$ cat config.mk
export PLATFORM = sky130hd
export DESIGN_NAME = lathe_turning_pass_sequencer_unit
export DESIGN_NICKNAME = d
export VERILOG_FILES = /design/src/sv/ltps_pkg.sv /design/src/sv/lathe_turning_pass_sequencer_unit.sv
export SDC_FILE = /design/constraint.sdc
export NUM_CORES = 2
export LEC_CHECK = 0
export BUFFER_PORTS_ARGS = -buffer_cell sky130_fd_sc_hd__buf_2
export CAP_MARGIN = 20
export CORE_MARGIN = 4
export CORE_UTILIZATION = 45
export CTS_CLUSTER_DIAMETER = 30
export CTS_CLUSTER_SIZE = 25
export DETAILED_ROUTE_END_ITERATION = 16
export PLACE_DENSITY = 0.65
export SLEW_MARGIN = 20
export SYNTH_ARGS = -nofsm -noshare
export SYNTH_HDL_FRONTEND = slang
export SYNTH_SLANG_ARGS = --single-unit
$ cat constraint.sdc
create_clock -name clk -period 14.9 [get_ports clk]
set_clock_uncertainty 0.2 [all_clocks]
set_input_delay 2.98 -clock clk [delete_from_list [all_inputs] [get_ports clk]]
set_output_delay 2.98 -clock clk [all_outputs]
set_load 0.01 [all_outputs]
$ cat src/sv/ltps_pkg.sv
package ltps_pkg;

    // field widths
    localparam int EVENT_W   = 2;
    localparam int POS_W     = 22;
    localparam int COORD_W   = 23;
    localparam int KIND_W    = 3;
    localparam int FEED_W    = 14;
    localparam int SPIN_W    = 2;
    localparam int RPM_W     = 16;
    localparam int DIAM_W    = 21;
    localparam int DEPTH_W   = 17;
    localparam int PASS_W    = 16;
    localparam int PHASE_W   = 3;
    localparam int CFG_IDX_W = 3;
    localparam int CFG_DAT_W = 21;

    // event codes
    localparam logic [EVENT_W-1:0] EV_START = 2'd0;
    localparam logic [EVENT_W-1:0] EV_DONE  = 2'd1;
    localparam logic [EVENT_W-1:0] EV_ERROR = 2'd2;

    // move codes
    localparam logic [KIND_W-1:0] MV_NONE    = 3'd0;
    localparam logic [KIND_W-1:0] MV_SYNC    = 3'd1;
    localparam logic [KIND_W-1:0] MV_RAPID_X = 3'd2;
    localparam logic [KIND_W-1:0] MV_FEED_Z  = 3'd3;
    localparam logic [KIND_W-1:0] MV_RAPID_Z = 3'd4;

    // spindle commands
    localparam logic [SPIN_W-1:0] SP_NONE  = 2'd0;
    localparam logic [SPIN_W-1:0] SP_START = 2'd1;
    localparam logic [SPIN_W-1:0] SP_STOP  = 2'd2;

    // cycle phases
    localparam logic [PHASE_W-1:0] PH_IDLE    = 3'd0;
    localparam logic [PHASE_W-1:0] PH_PLAN    = 3'd1;
    localparam logic [PHASE_W-1:0] PH_FEED    = 3'd2;
    localparam logic [PHASE_W-1:0] PH_RETRACT = 3'd3;
    localparam logic [PHASE_W-1:0] PH_RETURN  = 3'd4;
    localparam logic [PHASE_W-1:0] PH_STOP    = 3'd5;

    // register indexes
    localparam logic [CFG_IDX_W-1:0] CFG_DELTA_DIAMETER = 3'd0;
    localparam logic [CFG_IDX_W-1:0] CFG_ROUGH_DEPTH    = 3'd1;
    localparam logic [CFG_IDX_W-1:0] CFG_FINISH_DEPTH   = 3'd2;
    localparam logic [CFG_IDX_W-1:0] CFG_CUT_LENGTH     = 3'd3;
    localparam logic [CFG_IDX_W-1:0] CFG_RETRACT_DIST   = 3'd4;
    localparam logic [CFG_IDX_W-1:0] CFG_ROUGH_FEED     = 3'd5;
    localparam logic [CFG_IDX_W-1:0] CFG_FINISH_FEED    = 3'd6;
    localparam logic [CFG_IDX_W-1:0] CFG_SPINDLE_RPM    = 3'd7;

    // register reset values
    localparam logic [DIAM_W-1:0]  RST_DELTA_DIAMETER = 21'h1FFC18;   // -1000
    localparam logic [DEPTH_W-1:0] RST_ROUGH_DEPTH    = 17'd200;
    localparam logic [DEPTH_W-1:0] RST_FINISH_DEPTH   = 17'd100;
    localparam logic [DIAM_W-1:0]  RST_CUT_LENGTH     = 21'h1FD8F0;   // -10000
    localparam logic [DEPTH_W-1:0] RST_RETRACT_DIST   = 17'd100;
    localparam logic [FEED_W-1:0]  RST_ROUGH_FEED     = 14'd200;
    localparam logic [FEED_W-1:0]  RST_FINISH_FEED    = 14'd80;
    localparam logic [RPM_W-1:0]   RST_SPINDLE_RPM    = 16'd1000;

endpackage

$ cat src/sv/lathe_turning_pass_sequencer_unit.sv
// Multi-pass turning cycle sequencer working in integer micrometres. Every event
// transfer produces exactly one command transfer. The unit takes one event per
// clock cycle while the output is not stalled, passing it through the event
// register, then the command register; a stalled output holds one command while a
// further event waits in the event register. The longest path is the pass
// planner: a 16x17 multiply of pass count by rough depth, saturation, and the
// add that places the X target. cfg_ready is always high; write registers only
// while no cycle is running and no event or command is still in flight.
// Registers are read live except the cut direction and the rough feed, which are latched at start.
module lathe_turning_pass_sequencer_unit
(
    input  logic                                    clk,
    input  logic                                    rst_n,

    input  logic                                    cfg_valid,
    output logic                                    cfg_ready,
    input  logic [ltps_pkg::CFG_IDX_W-1:0]          cfg_index,
    input  logic [ltps_pkg::CFG_DAT_W-1:0]          cfg_data,

    input  logic                                    in_valid,
    output logic                                    in_ready,
    input  logic [ltps_pkg::EVENT_W-1:0]            event_kind,
    input  logic                                    executor_ready,
    input  logic                                    spindle_running,
    input  logic signed [ltps_pkg::POS_W-1:0]       pos_x,
    input  logic signed [ltps_pkg::POS_W-1:0]       pos_z,

    output logic                                    out_valid,
    input  logic                                    out_ready,
    output logic [ltps_pkg::KIND_W-1:0]             move_kind,
    output logic signed [ltps_pkg::COORD_W-1:0]     move_target,
    output logic [ltps_pkg::FEED_W-1:0]             move_feed,
    output logic [ltps_pkg::SPIN_W-1:0]             spindle_cmd,
    output logic [ltps_pkg::RPM_W-1:0]              speed_request,
    output logic                                    cycle_busy
);

    localparam int PROD_W = ltps_pkg::PASS_W + ltps_pkg::DEPTH_W;

    // configuration registers
    logic [ltps_pkg::DIAM_W-1:0]   delta_diameter_reg;
    logic [ltps_pkg::DEPTH_W-1:0]  rough_depth_reg;
    logic [ltps_pkg::DEPTH_W-1:0]  finish_depth_reg;
    logic [ltps_pkg::DIAM_W-1:0]   cut_length_reg;
    logic [ltps_pkg::DEPTH_W-1:0]  retract_dist_reg;
    logic [ltps_pkg::FEED_W-1:0]   rough_feed_reg;
    logic [ltps_pkg::FEED_W-1:0]   finish_feed_reg;
    logic [ltps_pkg::RPM_W-1:0]    spindle_rpm_reg;

    // event register
    logic                          s1_valid_reg;
    logic [ltps_pkg::EVENT_W-1:0]  ev_reg;
    logic                          ready_reg;
    logic                          running_reg;
    logic [ltps_pkg::POS_W-1:0]    pos_x_reg;
    logic [ltps_pkg::POS_W-1:0]    pos_z_reg;

    // cycle state
    logic [ltps_pkg::PHASE_W-1:0]  phase_reg,       phase_next;
    logic                          dir_neg_reg,     dir_neg_next;
    logic [ltps_pkg::COORD_W-1:0]  target_x_reg,    target_x_next;
    logic [ltps_pkg::COORD_W-1:0]  start_x_reg,     start_x_next;
    logic [ltps_pkg::COORD_W-1:0]  start_z_reg,     start_z_next;
    logic [ltps_pkg::DIAM_W-1:0]   cut_depth_reg,   cut_depth_next;
    logic [ltps_pkg::PASS_W-1:0]   pass_count_reg,  pass_count_next;
    logic [ltps_pkg::FEED_W-1:0]   active_feed_reg, active_feed_next;

    // command register
    logic                          out_valid_reg;
    logic [ltps_pkg::KIND_W-1:0]   kind_reg,        kind_next;
    logic [ltps_pkg::COORD_W-1:0]  tgt_reg,         tgt_next;
    logic [ltps_pkg::FEED_W-1:0]   feed_reg,        feed_next;
    logic [ltps_pkg::SPIN_W-1:0]   spin_reg,        spin_next;
    logic [ltps_pkg::RPM_W-1:0]    speed_reg,       speed_next;
    logic                          busy_reg;

    logic                          advance;
    logic                          s1_fire;

    // planner datapath
    logic [ltps_pkg::POS_W-1:0]    delta_ext;
    logic [ltps_pkg::POS_W-1:0]    full_abs;
    logic [ltps_pkg::COORD_W-1:0]  diff;
    logic [ltps_pkg::DEPTH_W:0]    rough_plus_finish;
    logic [ltps_pkg::DEPTH_W:0]    finish_plus_one;
    logic [PROD_W-1:0]             prod;
    logic [ltps_pkg::DIAM_W-1:0]   prod_sat;
    logic [ltps_pkg::POS_W-1:0]    semi_depth;
    logic [ltps_pkg::DIAM_W-1:0]   plan_depth;
    logic [ltps_pkg::DIAM_W:0]     depth_round;
    logic [ltps_pkg::COORD_W-1:0]  x_offset;
    logic [ltps_pkg::COORD_W-1:0]  plan_target;

    assign cfg_ready = 1'b1;
    assign advance   = !out_valid_reg || out_ready;
    assign s1_fire   = s1_valid_reg && advance;
    assign in_ready  = !s1_valid_reg || advance;

    always_ff @(posedge clk or negedge rst_n)
    begin
        if (!rst_n)
        begin
            delta_diameter_reg <= ltps_pkg::RST_DELTA_DIAMETER;
            rough_depth_reg    <= ltps_pkg::RST_ROUGH_DEPTH;
            finish_depth_reg   <= ltps_pkg::RST_FINISH_DEPTH;
            cut_length_reg     <= ltps_pkg::RST_CUT_LENGTH;
            retract_dist_reg   <= ltps_pkg::RST_RETRACT_DIST;
            rough_feed_reg     <= ltps_pkg::RST_ROUGH_FEED;
            finish_feed_reg    <= ltps_pkg::RST_FINISH_FEED;
            spindle_rpm_reg    <= ltps_pkg::RST_SPINDLE_RPM;
        end
        else if (cfg_valid)
        begin
            unique case (cfg_index)
                ltps_pkg::CFG_DELTA_DIAMETER:
                    delta_diameter_reg <= cfg_data[ltps_pkg::DIAM_W-1:0];
                ltps_pkg::CFG_ROUGH_DEPTH:
                    rough_depth_reg    <= cfg_data[ltps_pkg::DEPTH_W-1:0];
                ltps_pkg::CFG_FINISH_DEPTH:
                    finish_depth_reg   <= cfg_data[ltps_pkg::DEPTH_W-1:0];
                ltps_pkg::CFG_CUT_LENGTH:
                    cut_length_reg     <= cfg_data[ltps_pkg::DIAM_W-1:0];
                ltps_pkg::CFG_RETRACT_DIST:
                    retract_dist_reg   <= cfg_data[ltps_pkg::DEPTH_W-1:0];
                ltps_pkg::CFG_ROUGH_FEED:
                    rough_feed_reg     <= cfg_data[ltps_pkg::FEED_W-1:0];
                ltps_pkg::CFG_FINISH_FEED:
                    finish_feed_reg    <= cfg_data[ltps_pkg::FEED_W-1:0];
                default:
                    spindle_rpm_reg    <= cfg_data[ltps_pkg::RPM_W-1:0];
            endcase
        end
    end

    // event register: load on an input transfer, drop once consumed
    always_ff @(posedge clk or negedge rst_n)
    begin
        if (!rst_n)
        begin
            s1_valid_reg <= 1'b0;
        end
        else if (in_valid && in_ready)
        begin
            s1_valid_reg <= 1'b1;
        end
        else if (s1_fire)
        begin
            s1_valid_reg <= 1'b0;
        end
    end

    always_ff @(posedge clk)
    begin
        if (in_valid && in_ready)
        begin
            ev_reg      <= event_kind;
            ready_reg   <= executor_ready;
            running_reg <= spindle_running;
            pos_x_reg   <= pos_x;
            pos_z_reg   <= pos_z;
        end
    end

    // pass planner
    always_comb
    begin
        delta_ext         = {delta_diameter_reg[ltps_pkg::DIAM_W-1], delta_diameter_reg};
        full_abs          = delta_diameter_reg[ltps_pkg::DIAM_W-1] ? (~delta_ext + 1'b1)
                                                                   : delta_ext;
        diff              = {1'b0, full_abs} - {2'b00, cut_depth_reg};
        rough_plus_finish = {1'b0, rough_depth_reg} + {1'b0, finish_depth_reg};
        finish_plus_one   = {1'b0, finish_depth_reg} + 1'b1;
        prod              = {{ltps_pkg::DEPTH_W{1'b0}}, pass_count_reg}
                          * {{ltps_pkg::PASS_W{1'b0}}, rough_depth_reg};
        prod_sat          = (|prod[PROD_W-1:ltps_pkg::DIAM_W]) ? {ltps_pkg::DIAM_W{1'b1}}
                                                              : prod[ltps_pkg::DIAM_W-1:0];
        semi_depth        = full_abs - {{(ltps_pkg::POS_W-ltps_pkg::DEPTH_W){1'b0}},
                                        finish_depth_reg};

        priority if ($signed(diff) >= $signed({5'b0, rough_plus_finish}))
        begin
            plan_depth = prod_sat;
        end
        else if ($signed(diff) <= $signed({5'b0, finish_plus_one}))
        begin
            plan_depth = full_abs[ltps_pkg::DIAM_W-1:0];
        end
        else
        begin
            plan_depth = semi_depth[ltps_pkg::DIAM_W-1:0];
        end

        // half the diameter step, rounded away from the start position
        depth_round = {1'b0, plan_depth} + 1'b1;
        x_offset    = {2'b00, depth_round[ltps_pkg::DIAM_W:1]};
        plan_target = dir_neg_reg ? (start_x_reg - x_offset) : (start_x_reg + x_offset);
    end

    // sequencer
    always_comb
    begin
        phase_next       = phase_reg;
        dir_neg_next     = dir_neg_reg;
        target_x_next    = target_x_reg;
        start_x_next     = start_x_reg;
        start_z_next     = start_z_reg;
        cut_depth_next   = cut_depth_reg;
        pass_count_next  = pass_count_reg;
        active_feed_next = active_feed_reg;
        kind_next        = ltps_pkg::MV_NONE;
        tgt_next         = '0;
        feed_next        = '0;
        spin_next        = ltps_pkg::SP_NONE;
        speed_next       = '0;

        if (ev_reg == ltps_pkg::EV_ERROR)
        begin
            phase_next = ltps_pkg::PH_IDLE;
        end
        else if (phase_reg == ltps_pkg::PH_IDLE)
        begin
            if (ev_reg == ltps_pkg::EV_START && ready_reg)
            begin
                dir_neg_next     = delta_diameter_reg[ltps_pkg::DIAM_W-1];
                start_x_next     = {pos_x_reg[ltps_pkg::POS_W-1], pos_x_reg};
                start_z_next     = {pos_z_reg[ltps_pkg::POS_W-1], pos_z_reg};
                target_x_next    = {pos_x_reg[ltps_pkg::POS_W-1], pos_x_reg};
                cut_depth_next   = '0;
                pass_count_next  = {{(ltps_pkg::PASS_W-1){1'b0}}, 1'b1};
                active_feed_next = rough_feed_reg;
                phase_next       = ltps_pkg::PH_PLAN;
                kind_next        = ltps_pkg::MV_SYNC;
                speed_next       = spindle_rpm_reg;
                if (!running_reg)
                begin
                    spin_next = ltps_pkg::SP_START;
                end
            end
        end
        else if (ev_reg == ltps_pkg::EV_DONE)
        begin
            unique case (phase_reg)
                ltps_pkg::PH_PLAN:
                begin
                    kind_next = ltps_pkg::MV_RAPID_X;
                    if (diff == '0)
                    begin
                        // full depth reached: rapid X back to the last cut target, then stop
                        phase_next = ltps_pkg::PH_STOP;
                        tgt_next   = target_x_reg;
                    end
                    else
                    begin
                        if ($signed(diff) >= $signed({5'b0, rough_plus_finish}))
                        begin
                            pass_count_next = pass_count_reg + 1'b1;
                        end
                        else if ($signed(diff) <= $signed({5'b0, finish_plus_one}))
                        begin
                            active_feed_next = finish_feed_reg;
                        end
                        cut_depth_next = plan_depth;
                        target_x_next  = plan_target;
                        phase_next     = ltps_pkg::PH_FEED;
                        tgt_next       = plan_target;
                    end
                end
                ltps_pkg::PH_FEED:
                begin
                    kind_next  = ltps_pkg::MV_FEED_Z;
                    tgt_next   = start_z_reg + {{2{cut_length_reg[ltps_pkg::DIAM_W-1]}},
                                                cut_length_reg};
                    feed_next  = active_feed_reg;
                    phase_next = ltps_pkg::PH_RETRACT;
                end
                ltps_pkg::PH_RETRACT:
                begin
                    kind_next  = ltps_pkg::MV_RAPID_X;
                    tgt_next   = dir_neg_reg
                               ? target_x_reg + {6'b0, retract_dist_reg}
                               : target_x_reg - {6'b0, retract_dist_reg};
                    phase_next = ltps_pkg::PH_RETURN;
                end
                ltps_pkg::PH_RETURN:
                begin
                    kind_next  = ltps_pkg::MV_RAPID_Z;
                    tgt_next   = start_z_reg;
                    phase_next = ltps_pkg::PH_PLAN;
                end
                default:
                begin
                    phase_next = ltps_pkg::PH_IDLE;
                    if (running_reg)
                    begin
                        spin_next = ltps_pkg::SP_STOP;
                    end
                end
            endcase
        end
    end

    always_ff @(posedge clk or negedge rst_n)
    begin
        if (!rst_n)
        begin
            phase_reg       <= ltps_pkg::PH_IDLE;
            dir_neg_reg     <= 1'b0;
            target_x_reg    <= '0;
            start_x_reg     <= '0;
            start_z_reg     <= '0;
            cut_depth_reg   <= '0;
            pass_count_reg  <= '0;
            active_feed_reg <= '0;
            out_valid_reg   <= 1'b0;
        end
        else
        begin
            if (s1_fire)
            begin
                phase_reg       <= phase_next;
                dir_neg_reg     <= dir_neg_next;
                target_x_reg    <= target_x_next;
                start_x_reg     <= start_x_next;
                start_z_reg     <= start_z_next;
                cut_depth_reg   <= cut_depth_next;
                pass_count_reg  <= pass_count_next;
                active_feed_reg <= active_feed_next;
                out_valid_reg   <= 1'b1;
            end
            else if (out_ready)
            begin
                out_valid_reg <= 1'b0;
            end
        end
    end

    always_ff @(posedge clk)
    begin
        if (s1_fire)
        begin
            kind_reg  <= kind_next;
            tgt_reg   <= tgt_next;
            feed_reg  <= feed_next;
            spin_reg  <= spin_next;
            speed_reg <= speed_next;
            busy_reg  <= (phase_next != ltps_pkg::PH_IDLE);
        end
    end

    assign out_valid     = out_valid_reg;
    assign move_kind     = kind_reg;
    assign move_target   = tgt_reg;
    assign move_feed     = feed_reg;
    assign spindle_cmd   = spin_reg;
    assign speed_request = speed_reg;
    assign cycle_busy    = busy_reg;

    // a consumed event always leaves a command behind
    a_event_to_command: assert property (@(posedge clk) disable iff (!rst_n)
        s1_fire |=> out_valid_reg)
        else $error("event consumed without a command");

    // busy flag of the newest command matches the live phase
    a_busy_tracks_phase: assert property (@(posedge clk) disable iff (!rst_n)
        s1_fire |=> (busy_reg == (phase_reg != ltps_pkg::PH_IDLE)))
        else $error("cycle_busy out of step with phase");

    // feed only travels with a feed move
    a_feed_only_on_feed_z: assert property (@(posedge clk) disable iff (!rst_n)
        out_valid_reg |-> (kind_reg == ltps_pkg::MV_FEED_Z || feed_reg == '0))
        else $error("feed on a non-feed move");

    // a speed request only comes with the sync of an accepted start
    a_speed_on_start: assert property (@(posedge clk) disable iff (!rst_n)
        (out_valid_reg && speed_reg != '0) |-> (kind_reg == ltps_pkg::MV_SYNC && busy_reg))
        else $error("speed request outside a cycle start");

endmodule

---- Word-level counts from Yosys, hierarchy flattened ----
Cells that the tools add are included.
storage, ports and cells
  word-level logic and storage cells ...... 154
  output and inout port bits .............. 62
  bits of input ports ..................... 77
  register bits after elaboration ......... 368
operators by class
  mux-type cells .......................... 50
  equal/unequal tests ..................... 15
  reduce and logical (&&, ||, !) cells .... 38
  $add $sub $neg .......................... 12
  magnitude comparators ................... 2
  $mul .................................... 1
  bitwise operators ....................... 7
operators by type and width
  operator               number
  $mux 21                8
  $mux 23                7
  $mux 14                7
  $mux 16                6
  $pmux 23 s4            1
  $mul 16x17->33         1
  $add 22x21->23         1
  $add 22x22->23         1
  $add 23x17->23         1
  $ge 23x19->1           1
  $le 23x19->1           1
  $logic_not 23->1       1
  $sub 22x21->23         1
  $sub 22x22->23         1
  $sub 23x17->23         1
  $add 21x1->22 const B  1
  $add 22x1->22 const B  1
  $mux 22                1
  $not 22->22            1
  $mux 3                 7
  $sub 21x17->21         1
  $add 17x1->18 const B  1
  $add 17x17->18         1
  $add 16x1->16 const B  1
  other kinds (30)       71

---- Depth between registers and ports, before layout ----
  word-level depth ........................ 14
  mapped depth ............................ 52
  depth with buffers taken out ............ 50

---- Worst setup path after synthesis ----
No wires, ideal clock.
  kind .................................... reg2reg
  start point ............................. register pass_count_reg[9] in the netlist's numbering
  end point ............................... register tgt_reg, in the netlist move_target[22] (data pin)
  library setup time ...................... 0.261 ns
  path buffers ............................ 3
  period minus slack after synthesis ...... 11.660 ns
  arrival time ............................ 11.199 ns
  stages on the path, launching flop included .. 47
  slack ................................... 3.240 ns
  required time ........................... 14.439 ns
  path through ............................ dfrtp_1 > clkbuf_1 > buf_1 > nand2_1 > fa_1 > inv_1 > fa_1 > fa_1 > fa_1 > fa_1 > inv_1 > fa_1 > inv_1 > ha_1 > a21oi_1 > and2_4 > a22o_1 > a211oi_4 > [... 11 more ...] > or4_1 > nand3_1 > nand4_1 > a211oi_1 > xnor2_1 > ha_1 > or3_1 > o21ai_0 > a21oi_1 > a41oi_1 > a211o_1 > o21ai_0 > nor4_1 > a21oi_1 > xnor2_1 > and3_1 > or3_1 > o32a_1
on the way
  word-level cells in the longest chain between the ends .. 9
  elaborated cells on any way between the ends .. 10
  classes of those cells .................. 3 x add/sub; 1 x mul; 5 x mux; 1 x reduce/logical
RTL lines
  element                                                  line                                      text
  start, declared                                          lathe_turning_pass_sequencer_unit.sv:65   logic [ltps_pkg::PASS_W-1:0] pass_count_reg, pass_count_next;
  start signal, assigned                                   lathe_turning_pass_sequencer_unit.sv:326  pass_count_reg <= pass_count_next;
  $mul 16x17->33 *                                         lathe_turning_pass_sequencer_unit.sv:174  * {{ltps_pkg::PASS_W{1'b0}}, rough_depth_reg};
  $reduce_or 12->1                                         lathe_turning_pass_sequencer_unit.sv:175  prod_sat = (|prod[PROD_W-1:ltps_pkg::DIAM_W]) ? {ltps_pkg::DIAM_W{1'b1}}
  $mux 21 *                                                lathe_turning_pass_sequencer_unit.sv:175
  $mux 21 *                                                lathe_turning_pass_sequencer_unit.sv:180  priority if ($signed(diff) >= $signed({5'b0, rough_plus_finish}))
  $add 21x1->22 *                                          lathe_turning_pass_sequencer_unit.sv:194  depth_round = {1'b0, plan_depth} + 1'b1;
  $add 22x22->23 / $sub 22x22->23 (equally long branches)  lathe_turning_pass_sequencer_unit.sv:196  plan_target = dir_neg_reg ? (start_x_reg - x_offset) : (start_x_reg + x_offset);
  $mux 23 *                                                lathe_turning_pass_sequencer_unit.sv:196
  $mux 23 *                                                --
  $pmux 23 s4 *                                            lathe_turning_pass_sequencer_unit.sv:242  unique case (phase_reg)
  end signal, assigned                                     lathe_turning_pass_sequencer_unit.sv:342  tgt_reg <= tgt_next;
  end, declared                                            lathe_turning_pass_sequencer_unit.sv:71   logic [ltps_pkg::COORD_W-1:0] tgt_reg, tgt_next;
Every way passes the cells marked *; elsewhere a longest branch is shown, timed or not.
A chain may end at the register's enable or synchronous reset.

---- Worst setup path in the final report ----
  start point ............................. register rough_depth_reg[5] in the netlist's numbering
  end point ............................... register tgt_reg, in the netlist move_target[22] (data pin)
on the way
  word-level cells in the longest chain between the ends .. 9
  elaborated cells on any way between the ends .. 12
  classes of those cells .................. 4 x add/sub; 1 x mul; 1 x order compare; 5 x mux; 1 x reduce/logical
RTL lines
  element                                                  line                                      text
  start, declared                                          lathe_turning_pass_sequencer_unit.sv:42   logic [ltps_pkg::DEPTH_W-1:0] rough_depth_reg;
  start signal, assigned                                   lathe_turning_pass_sequencer_unit.sv:104  rough_depth_reg <= ltps_pkg::RST_ROUGH_DEPTH;
  start signal, assigned                                   lathe_turning_pass_sequencer_unit.sv:118  rough_depth_reg <= cfg_data[ltps_pkg::DEPTH_W-1:0];
  $mul 16x17->33                                           lathe_turning_pass_sequencer_unit.sv:174
  $reduce_or 12->1                                         lathe_turning_pass_sequencer_unit.sv:175
  $mux 21                                                  lathe_turning_pass_sequencer_unit.sv:175
  $mux 21 *                                                lathe_turning_pass_sequencer_unit.sv:180
  $add 21x1->22 *                                          lathe_turning_pass_sequencer_unit.sv:194
  $add 22x22->23 / $sub 22x22->23 (equally long branches)  lathe_turning_pass_sequencer_unit.sv:196
  $mux 23 *                                                lathe_turning_pass_sequencer_unit.sv:196
  $mux 23 *                                                --
  $pmux 23 s4 *                                            lathe_turning_pass_sequencer_unit.sv:242
Marked as above.

==> out/results.tsv <==
metric	value	unit
status	finished clean	
Post-Syn Area	33100	µm²
Die ar.	78000	µm²
syn nets	4059	
Seq/Total Area, Yosys	0.296	
Logic pwr share	0.654	
CP endpoint	move_target[22]$_SDFFCE_PP0P_	
setup violators final	0	
maximum VDD drop	0.170	mV
Hold Slack	0.267	ns
Resized Gates After CTS	0	
dpl cell area	34800	µm²
vias in the first global route	26500	
Post-route DRC	0	
switching share of total power	0.495	
Levels on crit path	46	
CP startpoint	rough_depth_reg[5]$_DFFE_PN0P_	
IO buf count	137	
DR iter-0 viols	2193	
minimum clock period	13.30	ns
die span in y	279	µm
fin crit share	0.893	
ys async rst share	0.709	
mux cell area share after synthesis	0.0636	
Worst Tran Pin Value	1.02	ns
CP Buf/Inv Count	6	
crit path kind	reg -> reg	
slowest cell delay on critical path	0.78	ns
Overall Global Routing Usage	0.244	
Simple-Gate Fraction of Synth Area	0.154	
R2R Setup Slk	1.60	ns
Critical Path RT	15.07	ns
Crit path max-delay family	adder cells	
Psw	4.91	mW
Core Rows	99	
post-route setup TNS	0	ns
Leak	17.0	nW
Pre-Repair DR Iteration Count	5	
Die Width	279	µm
worst hold path type	reg -> reg	
Arr. time, crit path	13.47	ns
largest net degree at the start of global routing	128	
Avg Inst Size Synth	9.46	µm²
Util after Layout	0.516	
# Post-CTS Setup Buffers	0	
Critical Path Most Common Cell	fa_1	
Total Power	9.90	mW
Worst-path clk slew	0.05	ns
Hold Buf Count CTS	0	
PwrDens	263	nW/µm²
TritonCTS Sinks	368	
root cell of the clock tree	clkbuf_16	
Rel. slew slack	0.318	
Filler cells	6736	
H-tree levels	3	
first-pass GRT wire length	150000	µm
Critical Path Start Type	flop	
reg2reg start	rough_depth_reg[5]$_DFFE_PN0P_	
Post-synth EDFFs	107	
compound-gate portion of the synthesized area	0.139	
Crit Path Max Fanout	18	
worst reg2reg endpoint	move_target[22]$_SDFFCE_PP0P_	
Final Cell Area	37700	µm²
Routed Antenna Nets	0	
Final Hold Fails	0	
GRT overflow	0	
Cell Int Power	5.00	mW
P&R area growth vs syn	13.8	%
Slew Viols, Final	0	
FMAX	0.0752	GHz
Critical Path Sink Type	flop	
clk_lat worst skew	0.63	ns
XOR/XNOR share of the synthesized area	0.0571	
antenna violations before repair	4	
Worst Hold Launch	active_feed_reg[9]$_DFFE_PN0P_	
Vias/cell	5.66	
Starting Density	0.454	
worst r2r path cells	46	
DR vias	26300	
Post-Synth Adder-Cell Area	0.231	
Yosys reg bits	368	
Final HPWL DP	71300	µm
Main synth FF type	dfrtp_1	
CTS tree	yes	
share of layout cells above drive strength 1	0.154	
Clock Tree Buf Depth	3	
post-DR wirelength/cell	20.4	µm
number of max-cap violations	0	
Ports	139	
GPL Wtd Cong	0.928	
Reg power frac	0.162	
Synth Instances	3500	
Core Region	73000	µm²
unrepaired setup endpoints after global routing	false	
Routed Wire Length	94900	µm
yosys warns	0	
clock share of power	0.185	
fin nets	4176	
CP max-delay cell	dfrtp_1	
largest family of logic cells by synthesized area	adder cells	
count of cell types in the netlist	102	
CTS Buf Count	82	
==> final cells by class <==
type                    count  area [µm²]  area share
clock inverters            47         583      0.0155
flip-flops and latches    368        9800       0.260
inverters                 380        1430      0.0379
clock buffers             106        2270      0.0603
well taps                 959        1200      0.0318
diodes                      4        10.0    0.000266
multi-input cells        2615       21400       0.569
repair buffers            170         963      0.0256
==> kinds of logic (layout without fill, tap and decap cells) <==
logic type,Yosys count,in the layout
fa+ha+maj,482,482
simple gates,1018,1018
flops,368,368
xor+xnor,216,216
mux,190,190
other cells,1,5
compound gates,708,708
buf+inv,517,703
==> worst reg2reg max path: cells and delay by family (launching register included) <==
| family | cells | cell delay, ns |
|---|---|---|
| AOI/OAI and AO/OA | 16 | 3.45 |
| xor gates and xnor gates | 3 | 0.48 |
| adders and majority gates | 9 | 4.02 |
| buffers and inverters | 6 | 0.49 |
| DFF | 1 | 0.78 |
| and+or+nand+nor | 12 | 3.62 |
==> layout by cell type, fill, tap and decap left out, types with 34 or more instances in the layout <==
cell type  count
a21o_1        37
a21oi_1      193
and2_1       195
and3_1        34
buf_2        136
clkbuf_16     83
dfrtp_1      215
dfstp_2       46
edfxtp_1     107
fa_1         214
ha_1         268
inv_1        378
mux2_2       164
nand2_1      288
nand3_1       60
nor2_1       211
nor3_1        57
o21ai_0      155
xnor2_1      132
xor2_1        84
==> cell usage after synthesis, types with 22 or more instances <==
| cell type | n | area [µm²] |
|---|---|---|
| inv_1 | 379 | 1420 |
| nand2_1 | 288 | 1080 |
| ha_1 | 268 | 3350 |
| dfrtp_1 | 215 | 5380 |
| fa_1 | 214 | 4280 |
| nor2_1 | 212 | 796 |
| and2_1 | 196 | 1230 |
| a21oi_1 | 194 | 971 |
| mux2_2 | 164 | 1850 |
| o21ai_0 | 156 | 781 |
| xnor2_1 | 132 | 1160 |
| clkbuf_1 | 116 | 435 |
| edfxtp_1 | 107 | 3210 |
| xor2_1 | 84 | 736 |
| nor3_1 | 63 | 315 |
| nand3_1 | 60 | 300 |
| dfstp_2 | 46 | 1210 |
| a21o_1 | 37 | 278 |
| and3_1 | 34 | 213 |
| o21a_1 | 33 | 248 |
| o21bai_1 | 32 | 240 |
| a211oi_1 | 31 | 233 |
| o22ai_1 | 31 | 194 |
| or3_1 | 30 | 188 |
| mux2i_1 | 26 | 260 |
| nand2b_1 | 24 | 150 |
| nand4_1 | 22 | 138 |
==> power groups by stage <==
| stage | logic, mW | clock network, mW | registers (mW) |
|---|---|---|---|
| final | 6.47 | 1.83 | 1.60 |
| after global routing | 7.19 | 1.91 | 1.63 |
| after CTS | 6.39 | 1.85 | 1.59 |
| after detailed placement | 6.31 | 0 | 1.60 |
| after global placement | 6.29 | 0 | 1.60 |
| after floorplan | 4.73 | 0 | 1.46 |
==> routing by layer <==
metal  track usage  routed length, µm  up-vias
met5             0                 27        -
met4        0.0773               3160        4
met3        0.0496               6240      192
met2         0.393              43800      831
met1         0.332              41700    13000
li1              -                  -    12300
==> worst min-delay path by stage <==
| stage | endpoint | cells after the start |
|---|---|---|
| 6_report | active_feed_reg[9]$_DFFE_PN0P_ | 2 |
| 5_1_grt | start_z_reg[10]$_DFFE_PN0P_ | 1 |
| 4_1_cts | active_feed_reg[9]$_DFFE_PN0P_ | 2 |
| 3_5_place_dp | active_feed_reg[9]$_DFFE_PN0P_ | 2 |
| 3_3_place_gp | active_feed_reg[13]$_DFFE_PN0P_ | 2 |
| 2_1_floorplan | active_feed_reg[0]$_DFFE_PN0P_ | 2 |
==> stage by stage <==
stage,setup slack (ns),std cells
finish,1.60,4649
floorplan,3.24,3500
global placement,1.86,4491
CTS,1.61,4644
detailed placement,1.69,4491
global route,0.672,4646
(Power assumes the default switching activity.)
